===== config.mk =====
export PLATFORM = sky130hd
export DESIGN_NAME = tpr_pixel
export DESIGN_NICKNAME = d
export VERILOG_FILES = /design/src/sv/tpr_pkg.sv /design/src/sv/tpr_ram.sv /design/src/sv/tpr_pixel.sv
export SDC_FILE = /design/constraint.sdc
export NUM_CORES = 1
export LEC_CHECK = 0
export ABC_AREA = 0
export BUFFER_PORTS_ARGS = -buffer_cell sky130_fd_sc_hd__buf_2
export CAP_MARGIN = 10
export CORE_AREA = 2 2 223 225
export CTS_CLUSTER_SIZE = 10
export DETAILED_ROUTE_END_ITERATION = 8
export DIE_AREA = 0 0 225 227
export GPL_ROUTABILITY_DRIVEN = 0
export GPL_TIMING_DRIVEN = 0
export SYNTH_ARGS = -nofsm -noshare
export SYNTH_HDL_FRONTEND = slang
export SYNTH_SLANG_ARGS = --single-unit

===== constraint.sdc =====
create_clock -name clock -period 3.13 [get_ports clock]
set_clock_uncertainty 0.05 [all_clocks]
set_input_delay 0.313 -clock clock [delete_from_list [all_inputs] [get_ports clock]]
set_output_delay 0.313 -clock clock [all_outputs]
set_load 0.005 [all_outputs]

===== src/sv/tpr_pkg.sv =====
`timescale 1ns / 1ps
`default_nettype none
// ----------------------------------------------------------------------------
// tpr_pkg
// Shared types, codes and helper functions of the tile-map pixel renderer.
// ----------------------------------------------------------------------------
package tpr_pkg;

   // command codes on req_cmd
   localparam logic [1:0] CMD_WR_VRAM = 2'd0;
   localparam logic [1:0] CMD_WR_CRAM = 2'd1;
   localparam logic [1:0] CMD_RENDER  = 2'd2;

   // configuration register indexes
   localparam logic REG_COLOR_MODE = 1'b0;
   localparam logic REG_BG_SHADES  = 1'b1;

   localparam int VRAM_DEPTH = 16384;
   localparam int CRAM_DEPTH = 64;

   localparam logic [13:0] MAP_BASE    = 14'h1800;
   localparam logic [13:0] BANK_OFFSET = 14'h2000;
   localparam logic [7:0]  WINDOW_SPAN = 8'd159;
   localparam logic [7:0]  NO_LINE     = 8'd144;
   localparam logic [7:0]  LINE_TOP    = 8'd0;
   localparam logic [7:0]  LINE_BOTTOM = 8'd143;

   localparam logic [23:0] RGB_GREEN = 24'h00FF00;
   localparam logic [23:0] RGB_BLUE  = 24'hFF0000;

   typedef enum logic [1:0] {
      KIND_VRAM,
      KIND_CRAM,
      KIND_RENDER
   } kind_type;

   typedef enum logic [1:0] {
      MARK_NONE,
      MARK_GREEN,
      MARK_BLUE
   } mark_type;

   typedef struct packed {
      logic       color_mode;
      logic [7:0] bg_shades;
   } cfg_type;

   typedef struct packed {
      kind_type    kind;
      logic [13:0] addr;
      logic [7:0]  data;
      logic        map_sel;
      logic [7:0]  row;
      logic [4:0]  col;
      logic [7:0]  scroll;
      logic [7:0]  line;
      logic        uns;
   } queue_entry_type;

   typedef struct packed {
      logic [7:0] p0;
      logic [7:0] p1;
      logic [2:0] palette;
      logic       xflip;
      logic [4:0] col;
      logic [7:0] scroll;
      logic [7:0] line;
   } pixel_job_type;

   typedef struct packed {
      logic       we;
      logic [5:0] addr;
      logic [7:0] data;
   } cram_write_type;

   function automatic logic [7:0] expand5(input logic [4:0] v);
      return {v, v[4:2]};
   endfunction

   // 0x555555 * (3 - shade)
   function automatic logic [23:0] gray_rgb(input logic [1:0] shade);
      logic [23:0] c;
      unique case (shade)
         2'd0: c = 24'hFFFFFF;
         2'd1: c = 24'hAAAAAA;
         2'd2: c = 24'h555555;
         2'd3: c = 24'h000000;
         default: c = 24'h000000;
      endcase
      return c;
   endfunction

endpackage
`default_nettype wire


===== src/sv/tpr_ram.sv =====
`timescale 1ns / 1ps
`default_nettype none
// ----------------------------------------------------------------------------
// tpr_ram
// Single-port RAM, one write or read per cycle, registered read data.
// ----------------------------------------------------------------------------
module tpr_ram #(
   parameter int WIDTH = 8,
   parameter int DEPTH = 16384
) (
   input  wire logic                     clock,
   input  wire logic                     we,
   input  wire logic [$clog2(DEPTH)-1:0] addr,
   input  wire logic [WIDTH-1:0]         wdata,
   output logic      [WIDTH-1:0]         rdata
);

   logic [WIDTH-1:0] mem [DEPTH];

   always_ff @(posedge clock) begin
      if (we) begin
         mem[addr] <= wdata;
      end
      rdata <= mem[addr];
   end

endmodule
`default_nettype wire


===== src/sv/tpr_pixel.sv =====
`timescale 1ns / 1ps
`default_nettype none
// ----------------------------------------------------------------------------
// tpr_pixel
// Back end, pixel side: owns color RAM, walks the eight pixels of a tile
// row, looks up colors and applies scroll-window markers.
// ----------------------------------------------------------------------------
module tpr_pixel (
   input  wire logic                     clock,
   input  wire logic                     reset,
   input  wire tpr_pkg::cfg_type         cfg,
   input  wire logic                     job_valid,
   output logic                          job_ready,
   input  wire tpr_pkg::pixel_job_type   job,
   input  wire tpr_pkg::cram_write_type  cram_wr,
   output logic                          cram_free,
   output logic                          rsp_valid,
   output logic [23:0]                   rsp_pixel_rgb,
   output logic [7:0]                    rsp_pixel_x,
   output logic                          rsp_last_pixel
);
   import tpr_pkg::*;

   localparam int CRAM_WORDS = CRAM_DEPTH / 2;

   // stage A: pixel walk
   logic          active_ff, active_in;
   logic [2:0]    idx_ff, idx_in;
   pixel_job_type job_ff;
   logic [7:0]    right_ff;
   logic          take;
   logic [2:0]    bitsel;
   logic [1:0]    code;
   logic [7:0]    x;
   mark_type      mark;
   logic          has_line;
   logic          in_window;

   // stage B: color lookup
   logic       b_valid_ff;
   logic [1:0] b_code_ff;
   logic [7:0] b_x_ff;
   logic       b_last_ff;
   mark_type   b_mark_ff;
   logic [15:0] word;
   logic [23:0] color;

   // even and odd bytes of each palette word live in separate RAMs
   logic [$clog2(CRAM_WORDS)-1:0] cram_addr;
   logic       even_we, odd_we;
   logic [7:0] even_rdata, odd_rdata;

   logic       rsp_valid_ff;
   logic [23:0] rsp_rgb_ff;
   logic [7:0] rsp_x_ff;
   logic       rsp_last_ff;

   assign job_ready = !active_ff || (idx_ff == 3'd7);
   assign take      = job_valid && job_ready;
   assign cram_free = !active_ff;

   always_comb begin
      active_in = active_ff;
      idx_in    = idx_ff;
      if (take) begin
         active_in = 1'b1;
         idx_in    = '0;
      end else if (active_ff) begin
         idx_in = idx_ff + 1'b1;
         if (idx_ff == 3'd7) begin
            active_in = 1'b0;
         end
      end
   end

   always_comb begin
      bitsel   = job_ff.xflip ? idx_ff : ~idx_ff;
      code     = {job_ff.p1[bitsel], job_ff.p0[bitsel]};
      x        = {job_ff.col, idx_ff};
      has_line = (job_ff.line < NO_LINE);
      if (right_ff < job_ff.scroll) begin
         in_window = (x <= right_ff) || (x >= job_ff.scroll);
      end else begin
         in_window = (x <= right_ff) && (x >= job_ff.scroll);
      end
      mark = MARK_NONE;
      if (has_line && (x == job_ff.scroll)) begin
         mark = MARK_GREEN;
      end
      if (has_line && (x == right_ff)) begin
         mark = MARK_BLUE;
      end
      // top and bottom lines fill the whole window
      if (in_window && (job_ff.line == LINE_TOP)) begin
         mark = MARK_GREEN;
      end
      if (in_window && (job_ff.line == LINE_BOTTOM)) begin
         mark = MARK_BLUE;
      end
   end

   assign cram_addr = cram_wr.we ? cram_wr.addr[5:1] : {job_ff.palette, code};
   assign even_we   = cram_wr.we && !cram_wr.addr[0];
   assign odd_we    = cram_wr.we && cram_wr.addr[0];

   tpr_ram #(
      .WIDTH (8),
      .DEPTH (CRAM_WORDS)
   ) u_cram_even (
      .clock (clock),
      .we    (even_we),
      .addr  (cram_addr),
      .wdata (cram_wr.data),
      .rdata (even_rdata)
   );

   tpr_ram #(
      .WIDTH (8),
      .DEPTH (CRAM_WORDS)
   ) u_cram_odd (
      .clock (clock),
      .we    (odd_we),
      .addr  (cram_addr),
      .wdata (cram_wr.data),
      .rdata (odd_rdata)
   );

   always_comb begin
      word = {odd_rdata, even_rdata};
      if (cfg.color_mode) begin
         color = {expand5(word[14:10]), expand5(word[9:5]), expand5(word[4:0])};
      end else begin
         color = gray_rgb(cfg.bg_shades[{b_code_ff, 1'b0} +: 2]);
      end
      unique case (b_mark_ff)
         MARK_GREEN: color = RGB_GREEN;
         MARK_BLUE:  color = RGB_BLUE;
         default:    color = color;
      endcase
   end

   always_ff @(posedge clock) begin
      if (reset) begin
         active_ff    <= 1'b0;
         idx_ff       <= '0;
         b_valid_ff   <= 1'b0;
         rsp_valid_ff <= 1'b0;
      end else begin
         active_ff    <= active_in;
         idx_ff       <= idx_in;
         b_valid_ff   <= active_ff;
         rsp_valid_ff <= b_valid_ff;
      end
   end

   always_ff @(posedge clock) begin
      if (take) begin
         job_ff   <= job;
         right_ff <= job.scroll + WINDOW_SPAN;
      end
      b_code_ff   <= code;
      b_x_ff      <= x;
      b_last_ff   <= (idx_ff == 3'd7);
      b_mark_ff   <= mark;
      rsp_rgb_ff  <= color;
      rsp_x_ff    <= b_x_ff;
      rsp_last_ff <= b_last_ff;
   end

   assign rsp_valid      = rsp_valid_ff;
   assign rsp_pixel_rgb  = rsp_rgb_ff;
   assign rsp_pixel_x    = rsp_x_ff;
   assign rsp_last_pixel = rsp_last_ff;

endmodule
`default_nettype wire


==> flow_summary.yaml <==
run_status:
  outcome: "complete, but fails checks"
  violations: "negative setup slack"
yosys:
  ys_async_sr_fraction: 0
  synth-edff-count: 529
  ys.flop_type: "edfxtp_1"
  synth_cell_type_count: 73
  syn_area_mm2: 0.02308
  synth_top_family_by_area: "multiplexers"
  yosysSeqAreaShare: 0.7463
  synth_compound_area_frac: 0.07421
  netlist.area_leader.share: 0.6882
  synth.avg_cell_area_um2: 16.12
  syn_nets: 1528
  netlist.top_cell.by_area: "edfxtp_1"
  synth_fa_ha_area_frac: 0.01561
  synthCells: 1432
  yosys-top-cells-count: "edfxtp_1 (529), mux2i_1 (177), nor2_1 (126)"
  ys_ff_latch: 596
  synth-simple-area-share: 0.05562
  synthXorXnorAreaFrac: 0.002656
  yosysMostFrequentCell: "edfxtp_1"
  ys_top_cells_by_area: "edfxtp_1 (69%), mux2i_1 (7.7%), dfxtp_1 (5.8%), o22ai_1 (2.1%), nor2_1 (2.0%)"
  synthMuxAreaShare: 0.08651
  yosys_warnings: 0
power:
  power_density_mw_per_mm2: 629.0
  ir_drop_uv: 401.7
  cellLeakagePower_nw: 10.47
clock_network:
  cts_max_path_buffers: 3
  cts_root_buf: "clkbuf_16"
  cts.sinks: 596
  h-tree-depth: 3
  clock_latency_ps: 610
  path_clk_slew_ps: 50
  cts_buffers: 70
  cts_tree: "built"
cells_and_area:
  final_cells: 2396
  fin_util: 0.6005
  nets: 1826
  drive_gt1_frac: 0.2645
  syn_to_final_growth_pct: 26.30
die:
  io_pins: 104
  dieWidth_um: 225
  core-area_mm2: 0.04855
  dieArea_mm2: 0.05108
  start_util: 0.4755
  die_h_um: 227
  num_rows: 81
sta:
  slew_headroom: 0.1415
  worst_pin_slew_ps: 1288
  fin_ws_ps: -226.6
  worst_hold_slack_ps: 110.4
  period_share: 1.072
  fin_crit_ps: 3357
  grt_setup_unrepaired: "true"
  setup_violations: 14
  fmax_ghz: 0.2979
  drv_slew: 0
  setup_tns_ps: -1701
  hold_viol_final: 0
worst_setup_path:
  crit_path_end_kind: "flop"
  crit_path_start_kind: "flop"
  critical_path_class: "flop to flop"
  critPathRequiredTime_ps: 3550
  worst_ep_arrival_time_ps: 3780
  crit_fanout: 10
hold_path:
  min_path_type: "input port to flop"
routing:
  drtIter0Drc: 2017
  vias: 14530
  ant_nets: 0
  avgViaCountPerCell: 6.065
  post-route-drc-count: 0
  drt-total-wl_um: 68970
  dr.pass1.iters: 6
  wl_per_cell_um: 28.79
global_routing:
  antenna_found_initial: 3
  grt_max_degree: 65
  grt_use_met2: 0.4038
  first_global_vias: 14010
  grt_pass1_wl_um: 96200
  grt.busiest_layer: "met2"
  grt_util_met3: 0.06982
  grt_usage: 0.2690
  use_met1: 0.3660
  overflow: 0
placed_design:
  placed_cells: 2157
  dp_hpwl_um: 43280
  io_buffers: 102
flow_run:
  cap_violations: 0
-- worst max-delay path, cell delays in order (launching register included) --
cell	delay [ps]
edfxtp_1	390
mux2i_2	580
nor2_1	160
clkbuf_1	460
nand2_2	520
o22ai_1	230
or4_4	470
or3_4	360
-- repair_timing --
| action | in CTS | in global routing |
|---|---|---|
| pin swaps | 37 | 39 |
| endpoints found under the setup margin | 15 | 15 |
| hold endpoints to repair | 54 | 0 |
| gates resized for setup | 238 | 79 |
| hold buffers | 43 | 0 |
| cloned | 3 | 1 |
| buffers inserted | 44 | 31 |
-- power breakdown --
part           switching, W  internal [W]
sequential        0.0000771       0.00886
combinational       0.00115      0.000901
clock               0.00306       0.00428
total               0.00429        0.0140
-- through the flow --
step                      cell area [µm²]  setup slack [ps]  power, W
final                               29150            -226.6   0.01834
after global routing                29150            -244.5   0.01884
after CTS                           28290            -154.8   0.01815
after floorplan                     23080             308.7  0.009826
after detailed placement            24390             -1543   0.01053
after global placement              24370             -1485   0.01050
-- worst paths after layout --
kind,from,end,slack [ps],cells after the start
min,cfg[8],rsp_pixel_rgb[9],110,3
min reg2reg,b_x_ff[4],rsp_pixel_x[4],270,0
max,job_ff[22],u_cram_odd.rdata[6],-230,7
max reg2reg,job_ff[22],u_cram_odd.rdata[6],-230,7
-- flip-flops by register name (all words and copies together) (netlist names), 2 cells and up --
signal             flops
u_cram_even.mem      256
u_cram_odd.mem       224
job_ff                41
rsp_pixel_rgb         24
b_x_ff                 8
right_ff               8
rsp_pixel_x            8
u_cram_even.rdata      8
u_cram_odd.rdata       7
idx_ff                 3
b_code_ff              2
b_mark_ff              2
-- per-layer routing --
metal / share of wire / routed length [µm] / vias to the layer above
met5: 0.00061 / 42 / -
met4: 0.049 / 3392 / 6
met3: 0.11 / 7348 / 171
met2: 0.45 / 30800 / 891
met1: 0.40 / 27390 / 7243
li1: - / - / 6221
-- layout make-up --
class	instances	area, µm²
multi-input combinational	749	6376
clock inverter	6	43.79
clock buffer	109	1962
inverter	32	122.6
tap	622	778.2
antenna	1	2.502
timing repair buffer	228	1893
fill	3553	19390
buffer	53	742.0
sequential	596	17230
-- placed cells by master (no fill, tap or decap), drive strengths merged, types with 17 or more instances in the layout --
master and instances:
a21oi 37, a221oi 22, a22oi 20, buf 226, clkbuf 121, dfxtp 67
dlygate4sd3 43, edfxtp 529, ha 28, inv 36, mux2i 177, nand2 75
nand3 17, nor2 127, o21ai 19, o22ai 78
-- kinds of logic after synthesis --
group | after synthesis
flops | 596
simple gates | 285
compound gates | 240
mux | 188
buf+inv | 87
fa+ha+maj | 29
xor+xnor | 7
(Power assumes the default switching activity.)
