`src/sv/tpr_pkg.sv`:
```
`timescale 1ns / 1ps
`default_nettype none
// ----------------------------------------------------------------------------
// tpr_pkg
// Shared types, codes and helper functions of the tile-map pixel renderer.
// ----------------------------------------------------------------------------
package tpr_pkg;

   // command codes on req_cmd
   localparam logic [1:0] CMD_WR_VRAM = 2'd0;
   localparam logic [1:0] CMD_WR_CRAM = 2'd1;
   localparam logic [1:0] CMD_RENDER  = 2'd2;

   // configuration register indexes
   localparam logic REG_COLOR_MODE = 1'b0;
   localparam logic REG_BG_SHADES  = 1'b1;

   localparam int VRAM_DEPTH = 16384;
   localparam int CRAM_DEPTH = 64;

   localparam logic [13:0] MAP_BASE    = 14'h1800;
   localparam logic [13:0] BANK_OFFSET = 14'h2000;
   localparam logic [7:0]  WINDOW_SPAN = 8'd159;
   localparam logic [7:0]  NO_LINE     = 8'd144;
   localparam logic [7:0]  LINE_TOP    = 8'd0;
   localparam logic [7:0]  LINE_BOTTOM = 8'd143;

   localparam logic [23:0] RGB_GREEN = 24'h00FF00;
   localparam logic [23:0] RGB_BLUE  = 24'hFF0000;

   typedef enum logic [1:0] {
      KIND_VRAM,
      KIND_CRAM,
      KIND_RENDER
   } kind_type;

   typedef enum logic [1:0] {
      MARK_NONE,
      MARK_GREEN,
      MARK_BLUE
   } mark_type;

   typedef struct packed {
      logic       color_mode;
      logic [7:0] bg_shades;
   } cfg_type;

   typedef struct packed {
      kind_type    kind;
      logic [13:0] addr;
      logic [7:0]  data;
      logic        map_sel;
      logic [7:0]  row;
      logic [4:0]  col;
      logic [7:0]  scroll;
      logic [7:0]  line;
      logic        uns;
   } queue_entry_type;

   typedef struct packed {
      logic [7:0] p0;
      logic [7:0] p1;
      logic [2:0] palette;
      logic       xflip;
      logic [4:0] col;
      logic [7:0] scroll;
      logic [7:0] line;
   } pixel_job_type;

   typedef struct packed {
      logic       we;
      logic [5:0] addr;
      logic [7:0] data;
   } cram_write_type;

   function automatic logic [7:0] expand5(input logic [4:0] v);
      return {v, v[4:2]};
   endfunction

   // 0x555555 * (3 - shade)
   function automatic logic [23:0] gray_rgb(input logic [1:0] shade);
      logic [23:0] c;
      unique case (shade)
         2'd0: c = 24'hFFFFFF;
         2'd1: c = 24'hAAAAAA;
         2'd2: c = 24'h555555;
         2'd3: c = 24'h000000;
         default: c = 24'h000000;
      endcase
      return c;
   endfunction

endpackage
`default_nettype wire

```
`src/sv/tpr_front.sv`:
```
`timescale 1ns / 1ps
`default_nettype none
// ----------------------------------------------------------------------------
// tpr_front
// Accepts command words, drops the ones with no effect and queues the rest
// in order for the back end.
// ----------------------------------------------------------------------------
module tpr_front #(
   parameter int QUEUE_DEPTH = 4
) (
   input  wire logic                     clock,
   input  wire logic                     reset,
   input  wire logic                     start,
   output logic                          busy,
   input  wire logic [1:0]               req_cmd,
   input  wire logic [13:0]              req_mem_address,
   input  wire logic [7:0]               req_write_data,
   input  wire logic                     req_map_select,
   input  wire logic [7:0]               req_map_row,
   input  wire logic [4:0]               req_tile_column,
   input  wire logic [7:0]               req_row_scroll_x,
   input  wire logic [7:0]               req_lcd_line,
   input  wire logic                     req_unsigned_tiles,
   input  wire logic                     pop,
   output logic                          head_valid,
   output tpr_pkg::queue_entry_type      head
);
   import tpr_pkg::*;

   localparam int PTR_W = $clog2(QUEUE_DEPTH);
   localparam int CNT_W = $clog2(QUEUE_DEPTH + 1);

   queue_entry_type  queue_ff [QUEUE_DEPTH];
   logic [PTR_W-1:0] wr_ptr_ff, wr_ptr_in;
   logic [PTR_W-1:0] rd_ptr_ff, rd_ptr_in;
   logic [CNT_W-1:0] cnt_ff, cnt_in;
   logic             keep;
   logic             push;
   queue_entry_type  entry;

   // color RAM writes outside 0..63 and unknown commands leave no trace
   always_comb begin
      keep       = 1'b0;
      entry.kind = KIND_RENDER;
      unique case (req_cmd)
         CMD_WR_VRAM: begin
            keep       = 1'b1;
            entry.kind = KIND_VRAM;
         end
         CMD_WR_CRAM: begin
            keep       = (req_mem_address[13:6] == 8'd0);
            entry.kind = KIND_CRAM;
         end
         CMD_RENDER: begin
            keep       = 1'b1;
            entry.kind = KIND_RENDER;
         end
         default: begin
            keep       = 1'b0;
         end
      endcase
      entry.addr    = req_mem_address;
      entry.data    = req_write_data;
      entry.map_sel = req_map_select;
      entry.row     = req_map_row;
      entry.col     = req_tile_column;
      entry.scroll  = req_row_scroll_x;
      entry.line    = req_lcd_line;
      entry.uns     = req_unsigned_tiles;
   end

   assign busy       = (cnt_ff == CNT_W'(QUEUE_DEPTH));
   assign push       = start && !busy && keep;
   assign head_valid = (cnt_ff != '0);
   assign head       = queue_ff[rd_ptr_ff];

   always_comb begin
      wr_ptr_in = wr_ptr_ff;
      rd_ptr_in = rd_ptr_ff;
      cnt_in    = cnt_ff;
      if (push) begin
         wr_ptr_in = (wr_ptr_ff == PTR_W'(QUEUE_DEPTH - 1)) ? '0 : wr_ptr_ff + 1'b1;
      end
      if (pop) begin
         rd_ptr_in = (rd_ptr_ff == PTR_W'(QUEUE_DEPTH - 1)) ? '0 : rd_ptr_ff + 1'b1;
      end
      unique case ({push, pop})
         2'b10: cnt_in = cnt_ff + 1'b1;
         2'b01: cnt_in = cnt_ff - 1'b1;
         default: cnt_in = cnt_ff;
      endcase
   end

   always_ff @(posedge clock) begin
      if (reset) begin
         wr_ptr_ff <= '0;
         rd_ptr_ff <= '0;
         cnt_ff    <= '0;
      end else begin
         wr_ptr_ff <= wr_ptr_in;
         rd_ptr_ff <= rd_ptr_in;
         cnt_ff    <= cnt_in;
      end
   end

   always_ff @(posedge clock) begin
      if (push) begin
         queue_ff[wr_ptr_ff] <= entry;
      end
   end

endmodule
`default_nettype wire

```
`config.mk`:
```
export PLATFORM = sky130hd
export DESIGN_NAME = tpr_front
export DESIGN_NICKNAME = d
export VERILOG_FILES = /design/src/sv/tpr_pkg.sv /design/src/sv/tpr_front.sv
export SDC_FILE = /design/constraint.sdc
export NUM_CORES = 1
export LEC_CHECK = 0
export BUFFER_PORTS_ARGS = -buffer_cell sky130_fd_sc_hd__buf_2
export CAP_MARGIN = 30
export CORE_UTILIZATION = 25
export DETAILED_ROUTE_END_ITERATION = 8
export PLACE_DENSITY_LB_ADDON = 0.25
export SYNTH_ARGS = -nofsm -noshare
export SYNTH_HDL_FRONTEND = slang
export SYNTH_SLANG_ARGS = --single-unit
```
`constraint.sdc`:
```
create_clock -name clock -period 3.3 [get_ports clock]
set_input_delay 0.66 -clock clock [delete_from_list [all_inputs] [get_ports clock]]
set_output_delay 0.66 -clock clock [all_outputs]
set_load 0.03 [all_outputs]
```
==> results of run 1 <==
==> through the flow <==
stage                     util (%)  hold slack (ns)
after floorplan                  -            0.459
after global placement        29.6            0.466
after detailed placement      29.6            0.514
after CTS                     31.9            0.336
after global routing          31.9            0.348
final                         31.9            0.364
==> report_power, final <==
group          switching, uW  internal, uW  leakage, uW  total [uW]
registers               39.6          3280      0.00207        3320
logic                    423           249      0.00101         673
clock network           1070          1530     0.000377        2600
total                   1540          5060      0.00346        6600
==> critical path, stage by stage, from the launching register on <==
cell,delay [ns]
dfxtp_4,0.42
buf_4,0.34
mux4_2,0.58
buf_2,0.20
==> final cells by class <==
class                           count  area [um2]
Fill cell                        3208       22400
Sequential cell                   229        6790
Multi-Input combinational cell     94        1560
Timing Repair Buffer              128         786
Clock buffer                       26         629
Tap cell                          442         553
Clock inverter                     17         136
Inverter                            9        33.8
Antenna cell                        1        2.50
==> worst max path at each step <==
stage,startpoint,to
2_1_floorplan,req_mem_address[9],queue_ff[2][0]
3_3_place_gp,req_mem_address[13],cnt_ff[1]
3_5_place_dp,req_mem_address[13],cnt_ff[2]
4_1_cts,flop,head[28]
5_1_grt,flop,head[28]
6_report,flop,head[28]
==> per-layer routing <==
layer  share of wire [%]  vias up  track usage (%)
li1                    -     1734                -
met1                  43     1977             13.0
met2                  50       93             18.3
met3                 4.2       32             2.07
met4                 2.8        0             3.21
met5                   0        -                0
==> sequential cells by signal, summed over array words and instances (netlist names), named ones only <==
| name | count |
|---|---|
| cnt_ff | 3 |
| queue_ff | 220 |
| rd_ptr_ff | 2 |
| wr_ptr_ff | 2 |
==> kinds of logic after synthesis <==
family / share of synthesized area [%]
mux: 15.1
compound gates: 0.474
flops: 80.4
buf+inv: 1.27
xor+xnor: 0.207
fa+ha+maj: 1.13
simple gates: 1.47
==> synth_stat cells, drive strengths merged (2+ instances only) <==
| cell | n | area, um2 |
|---|---|---|
| nor2 | 7 | 26.3 |
| and2 | 4 | 25.0 |
| a21oi | 3 | 15.0 |
| inv | 9 | 33.8 |
| edfxtp | 220 | 6610 |
| nor3 | 4 | 25.0 |
| mux2i | 2 | 20.0 |
| ha | 6 | 75.1 |
| dfxtp | 9 | 180 |
| clkbuf | 7 | 26.3 |
| buf | 7 | 47.6 |
| nand3 | 2 | 10.0 |
| xor2 | 2 | 17.5 |
| nand2b | 2 | 12.5 |
| mux4 | 55 | 1240 |
==> qor.yml, run 1 <==
stdcell_count: 946
dr.first_iter.drc_count: 217
hold_start: "req_row_scroll_x[6]"
cts_hold_buf: 0
hp-class: "in -> reg"
clock_tree.buffer_depth: 3
min_to: "queue_ff[2][15]"
cap_violations: 0
max-vdd-ir-drop_uv: 335
worstSetupEndpointType: "output port"
critPathMaxFanout: 16
dp_hpwl_um: 11300
grt_max_degree: 30
firstDrtPassIters: 4
first_global_vias: 4268
slew_violations: 0
dieArea_um2: 34500
powerDensity_nw_per_um2: 628
grtUsageTotal_pct: 10.5
outcome: "finished clean"
timing.final.hold_violations: 0
cts-resized-gates: 0
drive_gt1_share_pct: 45.3
cp.arrival_ns: 2.05
synth_nets: 412
worst_pin_slew_ns: 0.466
fp.coreArea_um2: 32900
p_leak_uw: 0.00346
insertion_delay_ns: 0.51
whs_path_depth: 1
layout_commonest_cell: "edfxtp_1"
placed_area_um2: 9730
yosys_warnings: 0
place_inst: 902
cts_tree: "built"
vias: 3836
worst_slack_ns: 0.591
timing.rr.end: "cnt_ff[2]"
ys.flop_type: "edfxtp_1"
wl_per_cell_um: 18.6
r2r_start: "cnt_ff[2]"
synth_cell_types: 24
grt_setup_unrepaired: "no"
setup_viol: 0
die_h_um: 186
cts.sinks: 229
syn2layout_area_growth_pct: 24.3
antenna_found_initial: 1
drtAntennaViolNets: 0
slew_headroom_pct: 68.9
drc: 0
cts-root-buf: "clkbuf_16"
numPortBuffers: 115
gr-total-overflow: 0
die_width_um: 186
gp_congestion: 0.677
ios: 116
fin_area_um2: 10500
seq_area_frac_synth_pct: 80.4
final_cell_mix: "edfxtp_1 (220), buf_2 (115), mux4_2 (55)"
critPathKind: "reg -> out"
htreeDepth: 1
finalSetupTns_ns: 0
routed_via_density: 4.05
syn_avg_cell_area_um2: 24.4
power_uw: 6600
final_nets: 553
async_flop_share_pct: 0
cp_data_required_time_ns: 2.64
reg2reg_depth: 10
cts.clk_slew.worst_paths_ns: 0.06
cts_setup_buffers: 0
fmaxAchievable_ghz: 0.369
initial_core_util_pct: 25.7
clock_skew_ns: 0.00789
routed_wl_um: 17600
finalCriticalPeriod_ns: 2.71
crit_path_start_kind: "flop"
r2r_setup_slack_ns: 1.16
synth_seq_cells: 229
num_rows: 66
grt_pass1_wl_um: 26500
syn_inst: 346
cts_buffers: 25
synth_edf_count: 220
syn_area_um2: 8440
fin_crit_sh_pct: 82.1
pre_cts_ws_ns: 0.382
Power figures use the tool's default switching activity.
==> run 2, diff against run 1 <==
==> constraint.sdc (replaced) <==
create_clock -name clock -period 2.6 [get_ports clock]
set_input_delay 0.52 -clock clock [delete_from_list [all_inputs] [get_ports clock]]
set_output_delay 0.52 -clock clock [all_outputs]
set_load 0.03 [all_outputs]
==> qor.yml, run 2 (synthesis gave the netlist of run 1 again) <==
largest_register: "queue_ff"
cts.sinks: 229
critPathMaxFanout: 22
crit_path_start_kind: "flop"
routed_wl_um: 17900
cts-resized-gates: 0
timing.final.hold_violations: 0
grt_pass1_wl_um: 26800
drtAntennaViolNets: 0
cts-root-buf: "clkbuf_16"
insertion_delay_ns: 0.51
initial_core_util_pct: 25.7
die_width_um: 186
worstSetupEndpointType: "output port"
fp.coreArea_um2: 32900
clock_tree.buffer_depth: 3
cts.clk_slew.worst_paths_ns: 0.06
cts_hold_buf: 0
wl_per_cell_um: 18.8
htreeDepth: 1
cts_buffers: 24
gr-total-overflow: 0
grt_setup_unrepaired: "no"
dieArea_um2: 34500
powerDensity_nw_per_um2: 782
critPathKind: "reg -> out"
cap_violations: 0
power_uw: 8220
outcome: "finished clean"
cp_data_required_time_ns: 2.08
fin_crit_sh_pct: 94.7
drc: 0
num_rows: 66
cp.arrival_ns: 1.94
diodes: 0
cts_setup_buffers: 2
p_leak_uw: 0.00347
grtUsageTotal_pct: 10.6
first_global_vias: 4371
fmaxAchievable_ghz: 0.406
syn2layout_area_growth_pct: 24.6
dr.first_iter.drc_count: 233
largest_reg_flops: 220
slew_violations: 0
numPortBuffers: 115
die_h_um: 186
max-vdd-ir-drop_uv: 385
worst_pin_slew_ns: 0.328
firstDrtPassIters: 4
routed_via_density: 4.12
finalSetupTns_ns: 0
slew_headroom_pct: 78.0
clock_skew_ns: 0.00740
dp_hpwl_um: 11700
setup_viol: 0
top_regs: "queue_ff x220, cnt_ff x3"
hp-class: "in -> reg"
drive_gt1_share_pct: 44.7
grt_max_degree: 34
finalCriticalPeriod_ns: 2.46
vias: 3917
layout_commonest_cell: "edfxtp_1"
gp_congestion: 0.722
ios: 116
final_cell_mix: "edfxtp_1 (220), buf_2 (115), mux4_2 (55)"
final_nets: 556
antenna_found_initial: 2
cts_tree: "built"
-- run 2: changes by cell type in the layout (fill, tap and decap cells not counted), sizes merged --
cell and change:
buf +4, bufinv -2, clkbuf +15, clkinv -10, clkinvlp -1, diode -1
inv -1
-- run 2: report_power, final --
group | switching (uW) | leakage (uW) | internal (uW)
Clock | 1290 | 0.000351 | 1840
Sequential | 44.8 | 0.00207 | 4160
Combinational | 550 | 0.00104 | 333
Total | 1890 | 0.00347 | 6330
-- run 2: worst max-delay path: stages (launching register included) --
cell and delay [ns]:
dfxtp_4 0.41, buf_12 0.23, mux4_2 0.59, buf_2 0.21
-- run 2: worst paths after layout --
kind                   from               to  slack [ns]  cells past startpoint
max                    flop         head[18]        0.14                      3
min          req_map_row[6]  queue_ff[0][28]        0.23                      1
max reg2reg       cnt_ff[2]        cnt_ff[2]        0.42                     10
min reg2reg       cnt_ff[2]        cnt_ff[2]        0.52                      2
-- run 2: routing by layer --
metal	part of all wire [%]	GRT usage [%]
met1	42	13.0
met2	49	17.7
met3	7.0	3.42
met4	1.9	2.72
met5	0.13	0
-- run 2: final cells by class --
cell class | instances | area, um2
inverters | 9 | 33.8
multi-input cells | 94 | 1560
well taps | 442 | 553
repair buffers | 132 | 853
clock buffers | 41 | 706
fillers | 3211 | 22300
clock inverters | 3 | 18.8
flip-flops and latches | 229 | 6790
-- run 2: metrics by stage --
| step | std cells | hold slack, ns | util (%) | worst slack, ns | cell area (um2) |
|---|---|---|---|---|---|
| final | 950 | 0.226 | 32.0 | 0.139 | 10500 |
| after global placement | 904 | 0.469 | 29.8 | 0.0965 | 9780 |
| after floorplan | 346 | 0.459 | - | 0.126 | 8450 |
| after global routing | 950 | 0.199 | 32.0 | 0.0226 | 10500 |
| after detailed placement | 904 | 0.504 | 29.8 | -0.0321 | 9780 |
| after CTS | 950 | 0.200 | 32.0 | 0.0671 | 10500 |
==> run 3, diff against run 2 <==
==> constraint.sdc (replaced) <==
create_clock -name clock -period 2.55 [get_ports clock]
set_input_delay 0.51 -clock clock [delete_from_list [all_inputs] [get_ports clock]]
set_output_delay 0.51 -clock clock [all_outputs]
set_load 0.03 [all_outputs]
==> qor.yml, run 3 (synthesis gave the netlist of run 1 again) <==
outcome: "finished clean"
ios: 116
reg2reg_depth: 10
insertion_delay_ns: 0.50
p_leak_uw: 0.00351
gp_congestion: 0.707
finalCriticalPeriod_ns: 2.47
htreeDepth: 1
power.share.clock_pct: 38.9
cts_hold_buf: 0
first_global_vias: 4393
final_nets: 560
clock_skew_ns: 0.00564
multi_input_area_um2: 1560
dr_wl_met2_um: 9060
fin_crit_sh_pct: 96.9
grt_pass1_wl_um: 26400
die_h_um: 186
p_sw_uw: 1950
wl_per_cell_um: 18.7
worst_pin_slew_ns: 0.346
syn2layout_area_growth_pct: 25.7
dr.first_iter.drc_count: 225
max-vdd-ir-drop_uv: 436
internal_power_uw: 6570
cts.clk_slew.worst_paths_ns: 0.06
routed_wl_um: 17900
cts_buffers: 24
die_width_um: 186
fillers: 3199
pre_cts_ws_ns: -0.0663
combPwrFrac_pct: 10.8
slew_violations: 0
firstDrtPassIters: 4
cp_data_required_time_ns: 2.04
final_cell_mix: "edfxtp_1 (220), buf_2 (108), mux4_2 (55)"
wl_met1_um: 7190
power_frac_seq_pct: 50.3
num_rows: 66
numPortBuffers: 115
routed_via_density: 4.19
critPathMaxFanout: 15
cap_violations: 0
vias: 4003
largest_register: "queue_ff"
grt_max_degree: 34
cts.sinks: 229
whs_path_depth: 1
highest_layer: "met5"
wl_met3_um: 1280
dp_hpwl_um: 11600
clock_tree.buffer_depth: 3
largest_reg_flops: 220
top_regs: "queue_ff x220, cnt_ff x3"
fin_hold_ws_ns: 0.219
final-seq-area_um2: 6790
worstSetupEndpointType: "output port"
hp-class: "in -> reg"
drtAntennaViolNets: 0
setup_viol: 0
cts-root-buf: "clkbuf_16"
swShare_pct: 22.9
layout_commonest_cell: "edfxtp_1"
initial_core_util_pct: 25.7
slew_headroom_pct: 76.8
grtUsageTotal_pct: 10.5
crit_path_start_kind: "flop"
dieArea_um2: 34500
timing.final.hold_violations: 0
gr-total-overflow: 0
antenna_found_initial: 7
drc: 0
fp.coreArea_um2: 32900
cts_tree: "built"
worst_slack_ns: 0.0798
critPathKind: "reg -> out"
powerDensity_nw_per_um2: 803
grt_setup_unrepaired: "no"
drive_gt1_share_pct: 45.2
cp.arrival_ns: 1.96
fmaxAchievable_ghz: 0.405
-- run 3: changes by cell type in the layout (fill, tap and decap cells not counted) --
cell / delta
clkinvlp_4: +2
buf_4: +7
bufinv_16: +2
buf_2: -7
diode_2: +2
clkinv_4: -1
clkinv_2: -1
buf_16: +1
buf_6: +5
clkinv_1: +10
clkbuf_1: -11
clkbuf_8: -2
buf_12: -2
-- run 3: stage by stage --
stage	instances	power, uW	cell area [um2]	setup TNS [ns]	utilization [%]
after floorplan	346	4930	8450	0	-
after global placement	905	5260	9770	0	29.7
after detailed placement	905	5290	9770	-0.0663	29.7
after CTS	949	8660	10600	0	32.2
after global routing	953	8850	10600	0	32.3
final	955	8530	10600	0	32.3
-- run 3: power groups by stage --
stage               registers, uW  clock network (uW)  logic (uW)
global placement             4370                   0         898
finish                       4290                3320         921
CTS                          4290                3430         938
floorplan                    4350                   0         579
detailed placement           4370                   0         912
global route                 4300                3560         987
-- run 3: critical path: stages (launching register included) --
cell and delay, ns:
dfxtp_4 0.45, buf_12 0.21, mux4_2 0.59, buf_2 0.21
-- run 3: timing repair --
action                                  4_1_cts  5_1_grt
endpoints found under the setup margin       45       25
buffers inserted                              1        4
gates resized for setup                      13        0
-- run 3: worst paths after layout --
| check | start | end | slack [ns] |
|---|---|---|---|
| max | flop | head[18] | 0.08 |
| min reg2reg | cnt_ff[2] | cnt_ff[2] | 0.52 |
| max reg2reg | cnt_ff[2] | cnt_ff[2] | 0.38 |
| min | req_row_scroll_x[2] | queue_ff[0][11] | 0.22 |
-- run 3: per-layer routing --
layer	vias up	global-route usage, %
met5	-	0
met4	10	2.82
met3	37	3.58
met2	107	18.3
met1	2112	12.3
li1	1737	-
-- run 3: area by class of cell --
type	instances	area share, %
inverter	9	0.318
sequential	229	64.0
timing repair buffer	136	8.62
multi-input combinational	94	14.7
clock buffer	28	6.00
tap	442	5.21
clock inverter	15	1.11
antenna	2	0.0471
